--- src/rtl/tpd_pkg.sv ---
package tpd_pkg;

    localparam int ACTION_W  = 2;
    localparam int CHAN_W    = 3;
    localparam int LEVEL_W   = 7;
    localparam int STEP_W    = 10;
    localparam int PERIOD_W  = 10;
    localparam int EXTRA_W   = 4;
    localparam int MASK_W    = 5;
    localparam int COUNT_W   = 18;
    localparam int PROD_W    = 17;
    localparam int DIVCNT_W  = 5;
    localparam int UPC_W     = 4;
    localparam int IN_DATA_W = 16;
    localparam int OUT_DATA_W = 8;
    localparam int PADDR_W   = 4;
    localparam int PDATA_W   = 32;

    localparam logic [LEVEL_W-1:0] FULL_LEVEL = 7'd100;

    localparam logic [STEP_W-1:0]   STEP_RESET   = 10'd100;
    localparam logic [PERIOD_W-1:0] PERIOD_RESET = 10'd30;
    localparam logic [EXTRA_W-1:0]  EXTRA_RESET  = 4'd2;

    typedef enum logic [1:0] {
        REG_STEP   = 2'd0,
        REG_PERIOD = 2'd1,
        REG_EXTRA  = 2'd2,
        REG_NONE   = 2'd3
    } reg_idx_t;

    typedef enum logic [ACTION_W-1:0] {
        ACT_TICK    = 2'd0,
        ACT_ZCROSS  = 2'd1,
        ACT_ENABLE  = 2'd2,
        ACT_DISABLE = 2'd3
    } action_t;

    typedef enum logic [3:0] {
        OP_NOP     = 4'd0,
        OP_TICK    = 4'd1,
        OP_ENABLE  = 4'd2,
        OP_DISABLE = 4'd3,
        OP_CH_CLR  = 4'd4,
        OP_MUL     = 4'd5,
        OP_DIV     = 4'd6,
        OP_WRITE   = 4'd7,
        OP_CH_INC  = 4'd8,
        OP_EMIT    = 4'd9
    } uop_t;

    typedef enum logic [2:0] {
        C_NEXT     = 3'd0,
        C_JUMP     = 3'd1,
        C_DISPATCH = 3'd2,
        C_ZERO_EN  = 3'd3,
        C_SKIP     = 3'd4,
        C_DIV_LOOP = 3'd5,
        C_CH_LOOP  = 3'd6,
        C_WAIT_OUT = 3'd7
    } ucond_t;

    typedef logic [UPC_W-1:0] upc_t;

    localparam upc_t UPC_FETCH   = 4'd0;
    localparam upc_t UPC_TICK    = 4'd1;
    localparam upc_t UPC_ENABLE  = 4'd2;
    localparam upc_t UPC_DISABLE = 4'd3;
    localparam upc_t UPC_ZCROSS  = 4'd4;
    localparam upc_t UPC_MUL     = 4'd5;
    localparam upc_t UPC_DIV     = 4'd6;
    localparam upc_t UPC_WRITE   = 4'd7;
    localparam upc_t UPC_CH_INC  = 4'd8;
    localparam upc_t UPC_EMIT    = 4'd9;

    typedef struct packed {
        uop_t   op;
        ucond_t cond;
        upc_t   target;
    } uword_t;

    typedef struct packed {
        logic load;
        logic step;
    } div_ctrl_t;

    function automatic uword_t ucode(input upc_t pc);
        uword_t w;
        unique case (pc)
            UPC_FETCH:   w = '{OP_NOP,     C_DISPATCH, UPC_FETCH};
            UPC_TICK:    w = '{OP_TICK,    C_JUMP,     UPC_EMIT};
            UPC_ENABLE:  w = '{OP_ENABLE,  C_JUMP,     UPC_EMIT};
            UPC_DISABLE: w = '{OP_DISABLE, C_JUMP,     UPC_EMIT};
            UPC_ZCROSS:  w = '{OP_CH_CLR,  C_ZERO_EN,  UPC_EMIT};
            UPC_MUL:     w = '{OP_MUL,     C_SKIP,     UPC_CH_INC};
            UPC_DIV:     w = '{OP_DIV,     C_DIV_LOOP, UPC_DIV};
            UPC_WRITE:   w = '{OP_WRITE,   C_NEXT,     UPC_CH_INC};
            UPC_CH_INC:  w = '{OP_CH_INC,  C_CH_LOOP,  UPC_MUL};
            UPC_EMIT:    w = '{OP_EMIT,    C_WAIT_OUT, UPC_FETCH};
            default:     w = '{OP_NOP,     C_JUMP,     UPC_FETCH};
        endcase
        return w;
    endfunction

endpackage

--- src/rtl/tpd_div.sv ---
module tpd_div (
    input  logic                             clk,
    input  logic                             rst_n,
    input  tpd_pkg::div_ctrl_t               ctrl,
    input  logic [tpd_pkg::PROD_W-1:0]       dividend,
    input  logic [tpd_pkg::PERIOD_W-1:0]     divisor,
    output logic [tpd_pkg::PROD_W-1:0]       quotient,
    output logic                             last
);
    import tpd_pkg::*;

    logic [PERIOD_W-1:0] rem_reg,  rem_next;
    logic [PROD_W-1:0]   quot_reg, quot_next;
    logic [DIVCNT_W-1:0] cnt_reg,  cnt_next;
    logic [PERIOD_W:0]   trial;
    logic [PERIOD_W:0]   diff;
    logic                ge;

    assign trial = {rem_reg, quot_reg[PROD_W-1]};
    assign ge    = trial >= {1'b0, divisor};
    assign diff  = trial - {1'b0, divisor};

    always_comb
    begin
        rem_next  = rem_reg;
        quot_next = quot_reg;
        cnt_next  = cnt_reg;
        if (ctrl.load)
        begin
            rem_next  = '0;
            quot_next = dividend;
            cnt_next  = '0;
        end
        else if (ctrl.step)
        begin
            rem_next  = ge ? diff[PERIOD_W-1:0] : trial[PERIOD_W-1:0];
            quot_next = {quot_reg[PROD_W-2:0], ge};
            cnt_next  = cnt_reg + DIVCNT_W'(1);
        end
    end

    always_ff @(posedge clk or negedge rst_n)
    begin
        if (!rst_n)
        begin
            cnt_reg <= '0;
        end
        else
        begin
            cnt_reg <= cnt_next;
        end
    end

    always_ff @(posedge clk)
    begin
        rem_reg  <= rem_next;
        quot_reg <= quot_next;
    end

    assign quotient = quot_reg;
    assign last     = cnt_reg == DIVCNT_W'(PROD_W - 1);

endmodule

--- src/rtl/triac_phase_dimmer.sv ---
// Multi-channel triac phase-angle dimmer.
// Input stream (s_tvalid/s_tready/s_tdata) carries one event per transaction:
// tick, zero crossing, enable of a channel at a level, or disable of a channel.
// Output stream (m_tvalid/m_tready/m_tdata) returns exactly one transaction per
// input event: the triac conduction mask and the zero-cross armed flag after it.
// The APB port holds step time, tick period and extra ticks at 0x0, 0x4, 0x8;
// write only while no event is in flight.
// A microcoded sequencer runs each event: fetch, work, emit. A tick, enable,
// disable or a zero crossing with no channel enabled goes from its work step to
// the emit step, which loads the output register behind m_tvalid, then to fetch.
// Otherwise a zero crossing walks every channel: multiply and advance for a
// skipped channel; multiply, the one-bit-per-cycle restoring divider over all
// 17 quotient bits, write and advance for an armed one; then the emit step.
// s_tready is high only while the sequencer waits at its fetch step. When the
// receiver stalls, the result holds in the output register; the next event can
// be accepted, and its own result waits at the emit step until the register drains.
// Reset clears all channel state, loads the register defaults (100, 30, 2) and
// leaves the output empty.
module triac_phase_dimmer #(
    parameter int CHANNELS = 5
) (
    input  logic                              clk,
    input  logic                              rst_n,
    input  logic                              psel,
    input  logic                              penable,
    input  logic                              pwrite,
    input  logic [tpd_pkg::PADDR_W-1:0]       paddr,
    input  logic [tpd_pkg::PDATA_W-1:0]       pwdata,
    output logic [tpd_pkg::PDATA_W-1:0]       prdata,
    output logic                              pready,
    input  logic                              s_tvalid,
    output logic                              s_tready,
    // action[1:0], channel[4:2], level[11:5], zero fill [15:12]
    input  logic [tpd_pkg::IN_DATA_W-1:0]     s_tdata,
    output logic                              m_tvalid,
    input  logic                              m_tready,
    // triac_on_mask[4:0], zero_cross_armed[5], zero fill [7:6]
    output logic [tpd_pkg::OUT_DATA_W-1:0]    m_tdata
);
    import tpd_pkg::*;

    localparam int CH_IDX_W = (CHANNELS > 1) ? $clog2(CHANNELS) : 1;
    localparam int ENCNT_W  = $clog2(CHANNELS + 1);

    logic [STEP_W-1:0]   step_time_reg;
    logic [PERIOD_W-1:0] tick_period_reg;
    logic [EXTRA_W-1:0]  extra_ticks_reg;

    upc_t   upc_reg, upc_next;
    uword_t uw;

    logic [CHAN_W-1:0]  item_ch_reg;
    logic [LEVEL_W-1:0] item_level_reg;

    logic [CHANNELS-1:0] chan_enabled_reg, chan_enabled_next;
    logic [CHANNELS-1:0] fire_pending_reg, fire_pending_next;
    logic [CHANNELS-1:0] triac_state_reg,  triac_state_next;
    logic [LEVEL_W-1:0]  chan_level_reg  [CHANNELS];
    logic [LEVEL_W-1:0]  chan_level_next [CHANNELS];
    logic [COUNT_W-1:0]  fire_count_reg  [CHANNELS];
    logic [COUNT_W-1:0]  fire_count_next [CHANNELS];
    logic [ENCNT_W-1:0]  en_count_reg, en_count_next;
    logic [CH_IDX_W-1:0] zc_idx_reg, zc_idx_next;

    logic                out_valid_reg;
    logic [MASK_W-1:0]   out_mask_reg;
    logic                out_armed_reg;
    logic [MASK_W-1:0]   mask_now;

    logic                in_accept;
    logic                out_free;
    logic                eligible;
    logic                chan_last;
    logic [LEVEL_W-1:0]  lvl_sat;
    logic [LEVEL_W-1:0]  zc_level;
    logic [PROD_W-1:0]   product;
    logic [PERIOD_W-1:0] divisor;
    logic [PROD_W-1:0]   quotient;
    logic                div_last;
    div_ctrl_t           div_ctrl;
    action_t             in_action;

    // configuration port
    assign pready = 1'b1;

    always_ff @(posedge clk or negedge rst_n)
    begin
        if (!rst_n)
        begin
            step_time_reg   <= STEP_RESET;
            tick_period_reg <= PERIOD_RESET;
            extra_ticks_reg <= EXTRA_RESET;
        end
        else if (psel && penable && pwrite && pready)
        begin
            unique case (reg_idx_t'(paddr[3:2]))
                REG_STEP:   step_time_reg   <= pwdata[STEP_W-1:0];
                REG_PERIOD: tick_period_reg <= pwdata[PERIOD_W-1:0];
                REG_EXTRA:  extra_ticks_reg <= pwdata[EXTRA_W-1:0];
                REG_NONE:   ;
            endcase
        end
    end

    always_comb
    begin
        unique case (reg_idx_t'(paddr[3:2]))
            REG_STEP:   prdata = PDATA_W'(step_time_reg);
            REG_PERIOD: prdata = PDATA_W'(tick_period_reg);
            REG_EXTRA:  prdata = PDATA_W'(extra_ticks_reg);
            REG_NONE:   prdata = '0;
        endcase
    end

    // sequencer
    assign uw        = ucode(upc_reg);
    assign s_tready  = upc_reg == UPC_FETCH;
    assign in_accept = s_tvalid && s_tready;
    assign in_action = action_t'(s_tdata[1:0]);
    assign out_free  = !out_valid_reg || m_tready;
    assign zc_level  = chan_level_reg[zc_idx_reg];
    assign eligible  = chan_enabled_reg[zc_idx_reg] && (zc_level != FULL_LEVEL);
    assign chan_last = zc_idx_reg == CH_IDX_W'(CHANNELS - 1);

    always_comb
    begin
        upc_next = upc_reg;
        unique case (uw.cond)
            C_NEXT:     upc_next = upc_reg + UPC_W'(1);
            C_JUMP:     upc_next = uw.target;
            C_DISPATCH:
            begin
                if (s_tvalid)
                begin
                    unique case (in_action)
                        ACT_TICK:    upc_next = UPC_TICK;
                        ACT_ZCROSS:  upc_next = UPC_ZCROSS;
                        ACT_ENABLE:  upc_next = UPC_ENABLE;
                        ACT_DISABLE: upc_next = UPC_DISABLE;
                    endcase
                end
            end
            C_ZERO_EN:  upc_next = (en_count_reg == '0) ? uw.target : upc_reg + UPC_W'(1);
            C_SKIP:     upc_next = eligible ? upc_reg + UPC_W'(1) : uw.target;
            C_DIV_LOOP: upc_next = div_last ? upc_reg + UPC_W'(1) : upc_reg;
            C_CH_LOOP:  upc_next = chan_last ? upc_reg + UPC_W'(1) : uw.target;
            C_WAIT_OUT: upc_next = out_free ? uw.target : upc_reg;
        endcase
    end

    // datapath
    assign lvl_sat  = (item_level_reg > FULL_LEVEL) ? FULL_LEVEL : item_level_reg;
    assign product  = PROD_W'(step_time_reg) * PROD_W'(zc_level);
    assign divisor  = (tick_period_reg == '0) ? PERIOD_W'(1) : tick_period_reg;
    assign div_ctrl = '{load: uw.op == OP_MUL, step: uw.op == OP_DIV};

    tpd_div u_div (
        .clk      (clk),
        .rst_n    (rst_n),
        .ctrl     (div_ctrl),
        .dividend (product),
        .divisor  (divisor),
        .quotient (quotient),
        .last     (div_last)
    );

    always_comb
    begin
        logic hit;
        chan_enabled_next = chan_enabled_reg;
        fire_pending_next = fire_pending_reg;
        triac_state_next  = triac_state_reg;
        chan_level_next   = chan_level_reg;
        fire_count_next   = fire_count_reg;
        en_count_next     = en_count_reg;
        zc_idx_next       = zc_idx_reg;
        hit               = 1'b0;
        unique case (uw.op)
            OP_TICK:
            begin
                for (int c = 0; c < CHANNELS; c++)
                begin
                    if (fire_pending_reg[c])
                    begin
                        if (fire_count_reg[c] <= COUNT_W'(1))
                        begin
                            fire_count_next[c]   = '0;
                            fire_pending_next[c] = 1'b0;
                            triac_state_next[c]  = 1'b1;
                        end
                        else
                        begin
                            fire_count_next[c] = fire_count_reg[c] - COUNT_W'(1);
                        end
                    end
                end
            end
            OP_ENABLE:
            begin
                for (int c = 0; c < CHANNELS; c++)
                begin
                    hit = 32'(item_ch_reg) == c;
                    if (hit && !(chan_enabled_reg[c] && chan_level_reg[c] == lvl_sat))
                    begin
                        if (!chan_enabled_reg[c])
                        begin
                            chan_enabled_next[c] = 1'b1;
                            en_count_next        = en_count_reg + ENCNT_W'(1);
                        end
                        chan_level_next[c] = lvl_sat;
                        if (lvl_sat == FULL_LEVEL)
                        begin
                            triac_state_next[c]  = 1'b0;
                            fire_pending_next[c] = 1'b0;
                            fire_count_next[c]   = '0;
                        end
                    end
                end
            end
            OP_DISABLE:
            begin
                for (int c = 0; c < CHANNELS; c++)
                begin
                    hit = 32'(item_ch_reg) == c;
                    if (hit && chan_enabled_reg[c])
                    begin
                        chan_enabled_next[c] = 1'b0;
                        chan_level_next[c]   = '0;
                        triac_state_next[c]  = 1'b1;
                        fire_pending_next[c] = 1'b0;
                        fire_count_next[c]   = '0;
                        en_count_next        = en_count_reg - ENCNT_W'(1);
                    end
                end
            end
            OP_CH_CLR:  zc_idx_next = '0;
            OP_WRITE:
            begin
                triac_state_next[zc_idx_reg]  = 1'b0;
                fire_pending_next[zc_idx_reg] = 1'b1;
                fire_count_next[zc_idx_reg]   = COUNT_W'(quotient) + COUNT_W'(extra_ticks_reg);
            end
            OP_CH_INC:
            begin
                if (!chan_last)
                begin
                    zc_idx_next = zc_idx_reg + CH_IDX_W'(1);
                end
            end
            OP_NOP, OP_MUL, OP_DIV, OP_EMIT: ;
            default: ;
        endcase
    end

    always_ff @(posedge clk or negedge rst_n)
    begin
        if (!rst_n)
        begin
            upc_reg          <= UPC_FETCH;
            chan_enabled_reg <= '0;
            fire_pending_reg <= '0;
            triac_state_reg  <= '0;
            en_count_reg     <= '0;
            zc_idx_reg       <= '0;
            out_valid_reg    <= 1'b0;
            for (int c = 0; c < CHANNELS; c++)
            begin
                chan_level_reg[c] <= '0;
                fire_count_reg[c] <= '0;
            end
        end
        else
        begin
            upc_reg          <= upc_next;
            chan_enabled_reg <= chan_enabled_next;
            fire_pending_reg <= fire_pending_next;
            triac_state_reg  <= triac_state_next;
            en_count_reg     <= en_count_next;
            zc_idx_reg       <= zc_idx_next;
            chan_level_reg   <= chan_level_next;
            fire_count_reg   <= fire_count_next;
            if (uw.op == OP_EMIT && out_free)
            begin
                out_valid_reg <= 1'b1;
            end
            else if (m_tready)
            begin
                out_valid_reg <= 1'b0;
            end
        end
    end

    // item and result payload
    always_ff @(posedge clk)
    begin
        if (in_accept)
        begin
            item_ch_reg    <= s_tdata[4:2];
            item_level_reg <= s_tdata[11:5];
        end
        if (uw.op == OP_EMIT && out_free)
        begin
            out_mask_reg  <= mask_now;
            out_armed_reg <= en_count_reg != '0;
        end
    end

    for (genvar b = 0; b < MASK_W; b++)
    begin : g_mask
        if (b < CHANNELS)
        begin : g_used
            assign mask_now[b] = triac_state_reg[b];
        end
        else
        begin : g_unused
            assign mask_now[b] = 1'b0;
        end
    end

    assign m_tvalid = out_valid_reg;
    assign m_tdata  = {{(OUT_DATA_W - MASK_W - 1){1'b0}}, out_armed_reg, out_mask_reg};

    a_count_matches: assert property (@(posedge clk) disable iff (!rst_n)
        32'(en_count_reg) == $countones(chan_enabled_reg))
        else $error("enabled count differs from enabled channels");

    a_pending_off: assert property (@(posedge clk) disable iff (!rst_n)
        (fire_pending_reg & triac_state_reg) == '0)
        else $error("pending channel has triac on");

    a_pending_enabled: assert property (@(posedge clk) disable iff (!rst_n)
        (fire_pending_reg & ~chan_enabled_reg) == '0)
        else $error("pending channel is not enabled");

    a_one_at_a_time: assert property (@(posedge clk) disable iff (!rst_n)
        in_accept |=> !s_tready)
        else $error("input accepted twice in a row");

endmodule

--- config.mk ---
export PLATFORM = sky130hd
export DESIGN_NAME = triac_phase_dimmer
export DESIGN_NICKNAME = d
export VERILOG_FILES = /design/src/rtl/tpd_pkg.sv /design/src/rtl/tpd_div.sv /design/src/rtl/triac_phase_dimmer.sv
export SDC_FILE = /design/constraint.sdc
export NUM_CORES = 1
export LEC_CHECK = 0
export BUFFER_PORTS_ARGS = -buffer_cell sky130_fd_sc_hd__buf_2
export CORE_ASPECT_RATIO = 0.8
export CORE_MARGIN = 5
export CORE_UTILIZATION = 60
export CTS_BUF_LIST = sky130_fd_sc_hd__clkbuf_4
export DETAILED_ROUTE_END_ITERATION = 6
export PLACE_DENSITY = 0.87
export SETUP_SLACK_MARGIN = 0.5
export SLEW_MARGIN = 20
export SYNTH_ARGS = -nofsm -noshare
export SYNTH_HDL_FRONTEND = slang
export SYNTH_SLANG_ARGS = --single-unit
--- constraint.sdc ---
create_clock -name clk -period 7.9 [get_ports clk]
set_clock_uncertainty 0.1 [all_clocks]
set_input_delay 0.395 -clock clk [delete_from_list [all_inputs] [get_ports clk]]
set_output_delay 0.395 -clock clk [all_outputs]
set_load 0.01 [all_outputs]
[Word-level counts from Yosys, hierarchy flattened]
Memory sizes are Yosys's and may differ from the RTL's.
Cells that the tools add are included.
Word-level totals
  bits in registers: 223
  bits in read-only memories: 176
  input bits: 59
  output and inout bits: 43
  logic and storage cells: 321
  memories: 1
Cells by class
  $add $sub $neg: 12
  multipliers: 1
  magnitude comparators: 11
  equality and inequality tests: 61
  mux-type cells: 124
  bitwise operators: 4
  reduce and logical (&&, ||, !) cells: 68
Memory list
  (no name shown): depth 16, bits a word 11, rd ports 1, clocked after Yosys merged registers in 0, wr ports 0, RTL line tpd_pkg.sv:89  | unique case (pc)
Operators by type and width (number)
  two-way mux 18 bit: 22
  case mux 90 bit (4 select lines): 1
  case mux 32 bit (4 select lines): 1
  two-way mux 7 bit: 13
  bitwise mux 90 bit: 1
  less-or-equal comparator 18 x 1 -> 1 bit, second input constant: 5
  subtractor 18 x 1 -> 18 bit, second input constant: 5
  case mux 35 bit (2 select lines): 1
  demux 18 bit (select 3 bit): 1
  two-way mux 3 bit: 17
  inequality test 2 bit, second input constant: 25
  two-way mux 1 bit: 45
  case mux 5 bit (4 select lines): 2
  equality test 7 bit: 5
  two-way mux 17 bit: 2
  case mux 4 bit (8 select lines): 1
  AND reduction 6 bit: 5
  AND reduction 5 bit: 5
  two-way mux 4 bit: 6
  logical AND 1 bit: 22
  binary-select mux 7 bit (select 3 bit): 1
  two-way mux 10 bit: 2
  AND reduction 4 bit: 5
  adder 17 x 4 -> 18 bit: 1
  other kinds (46): 87

[Depth between registers and ports, before layout]
  depth after elaboration: 17
  gate-level depth with buffers: 23
  gate-level depth less buffers: 20

[Cells and area by module]
Synthesis repeated with hierarchy kept, for this count alone.
Unflattened totals
  cells, all modules: 1942
  area total of the unflattened synthesis: 16796.1 µm²
By module, submodules not included
  triac_phase_dimmer: instances 1, cells each 1761, area each 14820.5 µm², seq. area each 4869.7 µm²
  tpd_div: instances 1, cells each 181, area each 1975.6 µm², seq. area each 835.8 µm²

[Worst setup path after synthesis]
Ideal clock, no wire load.
  path type: reg2reg
  start: register zc_idx_reg[0]
  end: register u_div.quot_reg[16] (netlist: u_div.quotient[16]), data pin
  setup time: 269 ps
  arrival time: 5332 ps
  data required time: 7531 ps
  slack: 2199 ps
  stages on the path, launching flop included: 21
  path buffers: 2
  period minus slack after synthesis: 5701 ps
  path through: dfrtp_1 > clkbuf_1 > mux4_2 > nor2b_1 > a31oi_1 > clkbuf_1 > nand2b_1 > fa_1 > fa_1 > inv_1 > fa_1 > inv_1 > fa_1 > inv_1 > ha_1 > or3_1 > o21ai_0 > o211ai_1 > a41oi_1 > xnor2_1 > o21ai_0
On the way
  cells in the longest elaborated chain, start to end: 6
Ends and longest elaborated chain
  start, declared: RTL line triac_phase_dimmer.sv:63  | logic [CH_IDX_W-1:0] zc_idx_reg, zc_idx_next;
  start signal, assigned: RTL line triac_phase_dimmer.sv:279  | zc_idx_reg <= zc_idx_next;
  inverter 3 -> 4 bit (not written as such): RTL line triac_phase_dimmer.sv:121  | assign zc_level = chan_level_reg[zc_idx_reg];
  binary-select mux 7 bit (select 3 bit): RTL line triac_phase_dimmer.sv:121
  two-way mux 7 bit (not written as such) (2 in series): RTL line triac_phase_dimmer.sv:121
  multiplier 10 x 7 -> 17 bit: RTL line triac_phase_dimmer.sv:153  | assign product = PROD_W'(step_time_reg) * PROD_W'(zc_level);
  two-way mux 17 bit: RTL line tpd_div.sv:28  | if (ctrl.load)
  via u_div.quot_next[16]: RTL line tpd_div.sv:13  | logic [PROD_W-1:0] quot_reg, quot_next;
  end signal, assigned: RTL line tpd_div.sv:57  | quot_reg <= quot_next;
  end, declared: RTL line tpd_div.sv:13
The timed path passes the listed nets, and every way through them passes these cells. The select of a mux whose other input is x is not followed.
A chain may end at the register's enable or synchronous reset.

[Final worst setup path]
  start: register zc_idx_reg[2]
  end: register u_div.quot_reg[14] (netlist: u_div.quotient[14]), data pin
Same word-level chain as after synthesis.

==> reports/metrics.csv <==
metric,value,unit
outcome,finished with violations,
failing checks,DRC,
CTS Buffer Depth,3,
pre-CTS setup slack,1.35,ns
CP top delay family,adder cells,
final instance area,18000,um2
Final ANT Viol Nets,0,
H-tree depth,2,
Worst-Margin Slew,1.19,ns
Initial Utilization,61.1,%
Largest register FFs,90,
CTS buffer count,57,
I/O pin cnt,102,
Max-slew headroom,20.2,%
worst vdd ir,235,uV
clk_lat worst skew,0.75,ns
Synth area leader,dfrtp_1,
share of flip-flops with an asynchronous set or reset,80.7,%
register area,5710,um2
Final Setup Violations,0,
Leak Pwr,7.60,nW
number of global-route vias before repair,15200,
Synth area leaders,"dfrtp_1, edfxtp_1, ha_1, fa_1, nand2_1",
pwr dens,372,nW/um2
# DRC,2,
worst-path maximum fanout,22,
Post-synth top cells,"dfrtp_1, nand2_1, nor2_1, o21ai_0, inv_1",
Core ar.,27400,um2
Setup TNS,0,ns
Final nets,2080,
Reg2Reg Setup Slack,1.10,ns
Routed wire per std cell,21.0,um
Worst Path Required,8.22,ns
initial antenna violation count,1,
post-synth cell types,106,
Synth Instances,1853,
"Clk pin slew, worst setup/hold paths",0.08,ns
total vias in the final route,15500,
"slowest stage delay, CP",0.81,ns
Final Core Density,65.8,%
Synth Register Bits,223,
top_reg_cell synth,dfrtp_1,
IO Port Bufs,48,
crit path max-delay cell type,nor2b_1,
total power,6.71,mW
DP HPWL,33900,um
Fmax achieved,147,MHz
drt first pass iters,7,
final non-filler cell total,2317,
R2R depth,19,
"Top cell by count, worst path",fa_1,
Syn-to-layout area delta,7.66,%
period utilization,86.0,%
Yosys top cell area share,25.7,%
Syn Area/Cell,9.04,um2
Fillers,2161,
Hold Fails Final Rpt,0,
cts repair resizes,0,
Reg-to-Reg Start,zc_idx_reg[2],
final max-slew violation count,0,
final worst setup slack,1.10,ns
Buf/Inv on CP,3,
TritonCTS Sinks,223,
Max-cap violations,0,
Via density,6.68,
Tmin final,6.80,ns
GRT Residual Overflow,0,
GPL Wtd Cong,0.953,
Post-synth EDFFs,33,
placed cells,2188,
CP endpoint kind,flop,
largest net degree at the start of global routing,73,
CTS tree,done,
die area,31400,um2
crit start category,flop,
CTS root buf,clkbuf_4,
CP Class,reg2reg,
warnings from Yosys,0,
post-synthesis sequential area ratio,34.0,%
DR iter-0 viols,1803,
DP Area,17100,um2
crit path DAT,7.12,ns
FF-to-FF End,u_div.quotient[14],
first-pass GRT wire length,78500,um
critical-path cell list,nor2b_1 > a22oi_1 > o22a_1 > nand2b_1 > fa_1 > fa_1 > inv_1 > fa_1 > inv_1 > fa_1 > inv_1 > ha_1 > o21ai_0 > a21oi_1 > o21ai_0 > o211ai_1 > nand2_1 > xnor2_1 > mux2_2,
top-count cell post-synth,dfrtp_1,
Die Wd,197,um
row count,54,
Multi-input gate area,10200,um2
RSZ-0062 raised after global routing,no,
Routed WL,48700,um
die height,159,um
Hold Crit Class,in2async,
Hold Slack,0.0770,ns
share of cells above drive strength 1,12.7,%
all-layer global routing usage,30.1,%
mapped cell area,16800,um2
[worst reg2reg max path: stages, from the launching register on]
cell and delay, ns:
dfrtp_1 0.68, nor2b_1 0.81, a22oi_1 0.25, o22a_1 0.44
nand2b_1 0.27, fa_1 0.50, fa_1 0.54, inv_1 0.05
fa_1 0.54, inv_1 0.06, fa_1 0.53, inv_1 0.04
ha_1 0.29, o21ai_0 0.14, a21oi_1 0.26, o21ai_0 0.19
o211ai_1 0.27, nand2_1 0.10, xnor2_1 0.13, mux2_2 0.27
[logic make-up (layout without fill, tap and decap cells)]
kind of cell / after synthesis / count (layout) / synth area share, %
flip-flops: 223 / 223 / 34.0
adder cells (fa/ha/maj): 117 / 117 / 10.6
AND/OR/NAND/NOR: 667 / 667 / 20.4
other: 2 / 26 / 0.0448
XOR/XNOR: 86 / 86 / 4.49
AO/OA/AOI/OAI: 493 / 493 / 21.1
multiplexers: 53 / 53 / 3.52
buffers and inverters: 212 / 288 / 5.85
[routing by layer]
metal	global-route usage (%)	vias to the layer above	share of wire, %
li1	-	6892	-
met4	12.1	0	3.9
met2	45.4	972	44
met3	7.85	158	11
met1	41.6	7463	41
met5	0	-	0
[final cells by class]
class,instances,area share (%)
Antenna cell,1,0.0139
Sequential cell,223,31.6
Inverter,94,1.96
Multi-Input combinational cell,1441,56.4
Timing Repair Buffer,88,3.34
Clock buffer,94,3.91
Tap cell,364,2.52
Clock inverter,12,0.257
[worst max-delay path by stage]
stage	start	endpoint	slack, ns	depth (start not counted)
6_report	zc_idx_reg[2]	u_div.quotient[14]	1.10	19
3_3_place_gp	zc_idx_reg[2]	u_div.quotient[14]	1.56	19
2_1_floorplan	zc_idx_reg[0]	u_div.quotient[16]	2.20	20
3_5_place_dp	zc_idx_reg[2]	u_div.quotient[14]	1.35	19
5_1_grt	zc_idx_reg[2]	u_div.quotient[14]	0.94	19
4_1_cts	zc_idx_reg[2]	u_div.quotient[14]	1.25	19
[repair_timing]
item                      4_1_cts  5_1_grt
hold buffers                   22        0
hold endpoints to repair       88        0
setup buffers                   0        0
[cells in the final DEF, fill, tap and decap left out, drive strengths merged, types with 23 or more instances in the layout]
master and count:
nor4 27, conb 25, o211ai 23, nand3 39, o31ai 35, xnor2 54
a22o 36, mux2 37, dfrtp 172, a21oi 51, inv 94, nand2 163
o21ai 121, clkbuf 94, xor2 32, a22oi 24, buf 66, edfxtp 33
nor2 150, fa 41, or3 26, nor2b 70, o22ai 28, ha 75
nor3 59
[report_power, final]
part | internal [mW] | total [mW] | switching, mW | leakage (nW)
sequential | 1.59 | 2.17 | 0.578 | 2.60
combinational | 1.31 | 3.50 | 2.19 | 4.54
clock | 0.534 | 1.04 | 0.510 | 0.456
total | 3.44 | 6.71 | 3.28 | 7.60
Note: power is estimated with default switching activity, not from simulation.
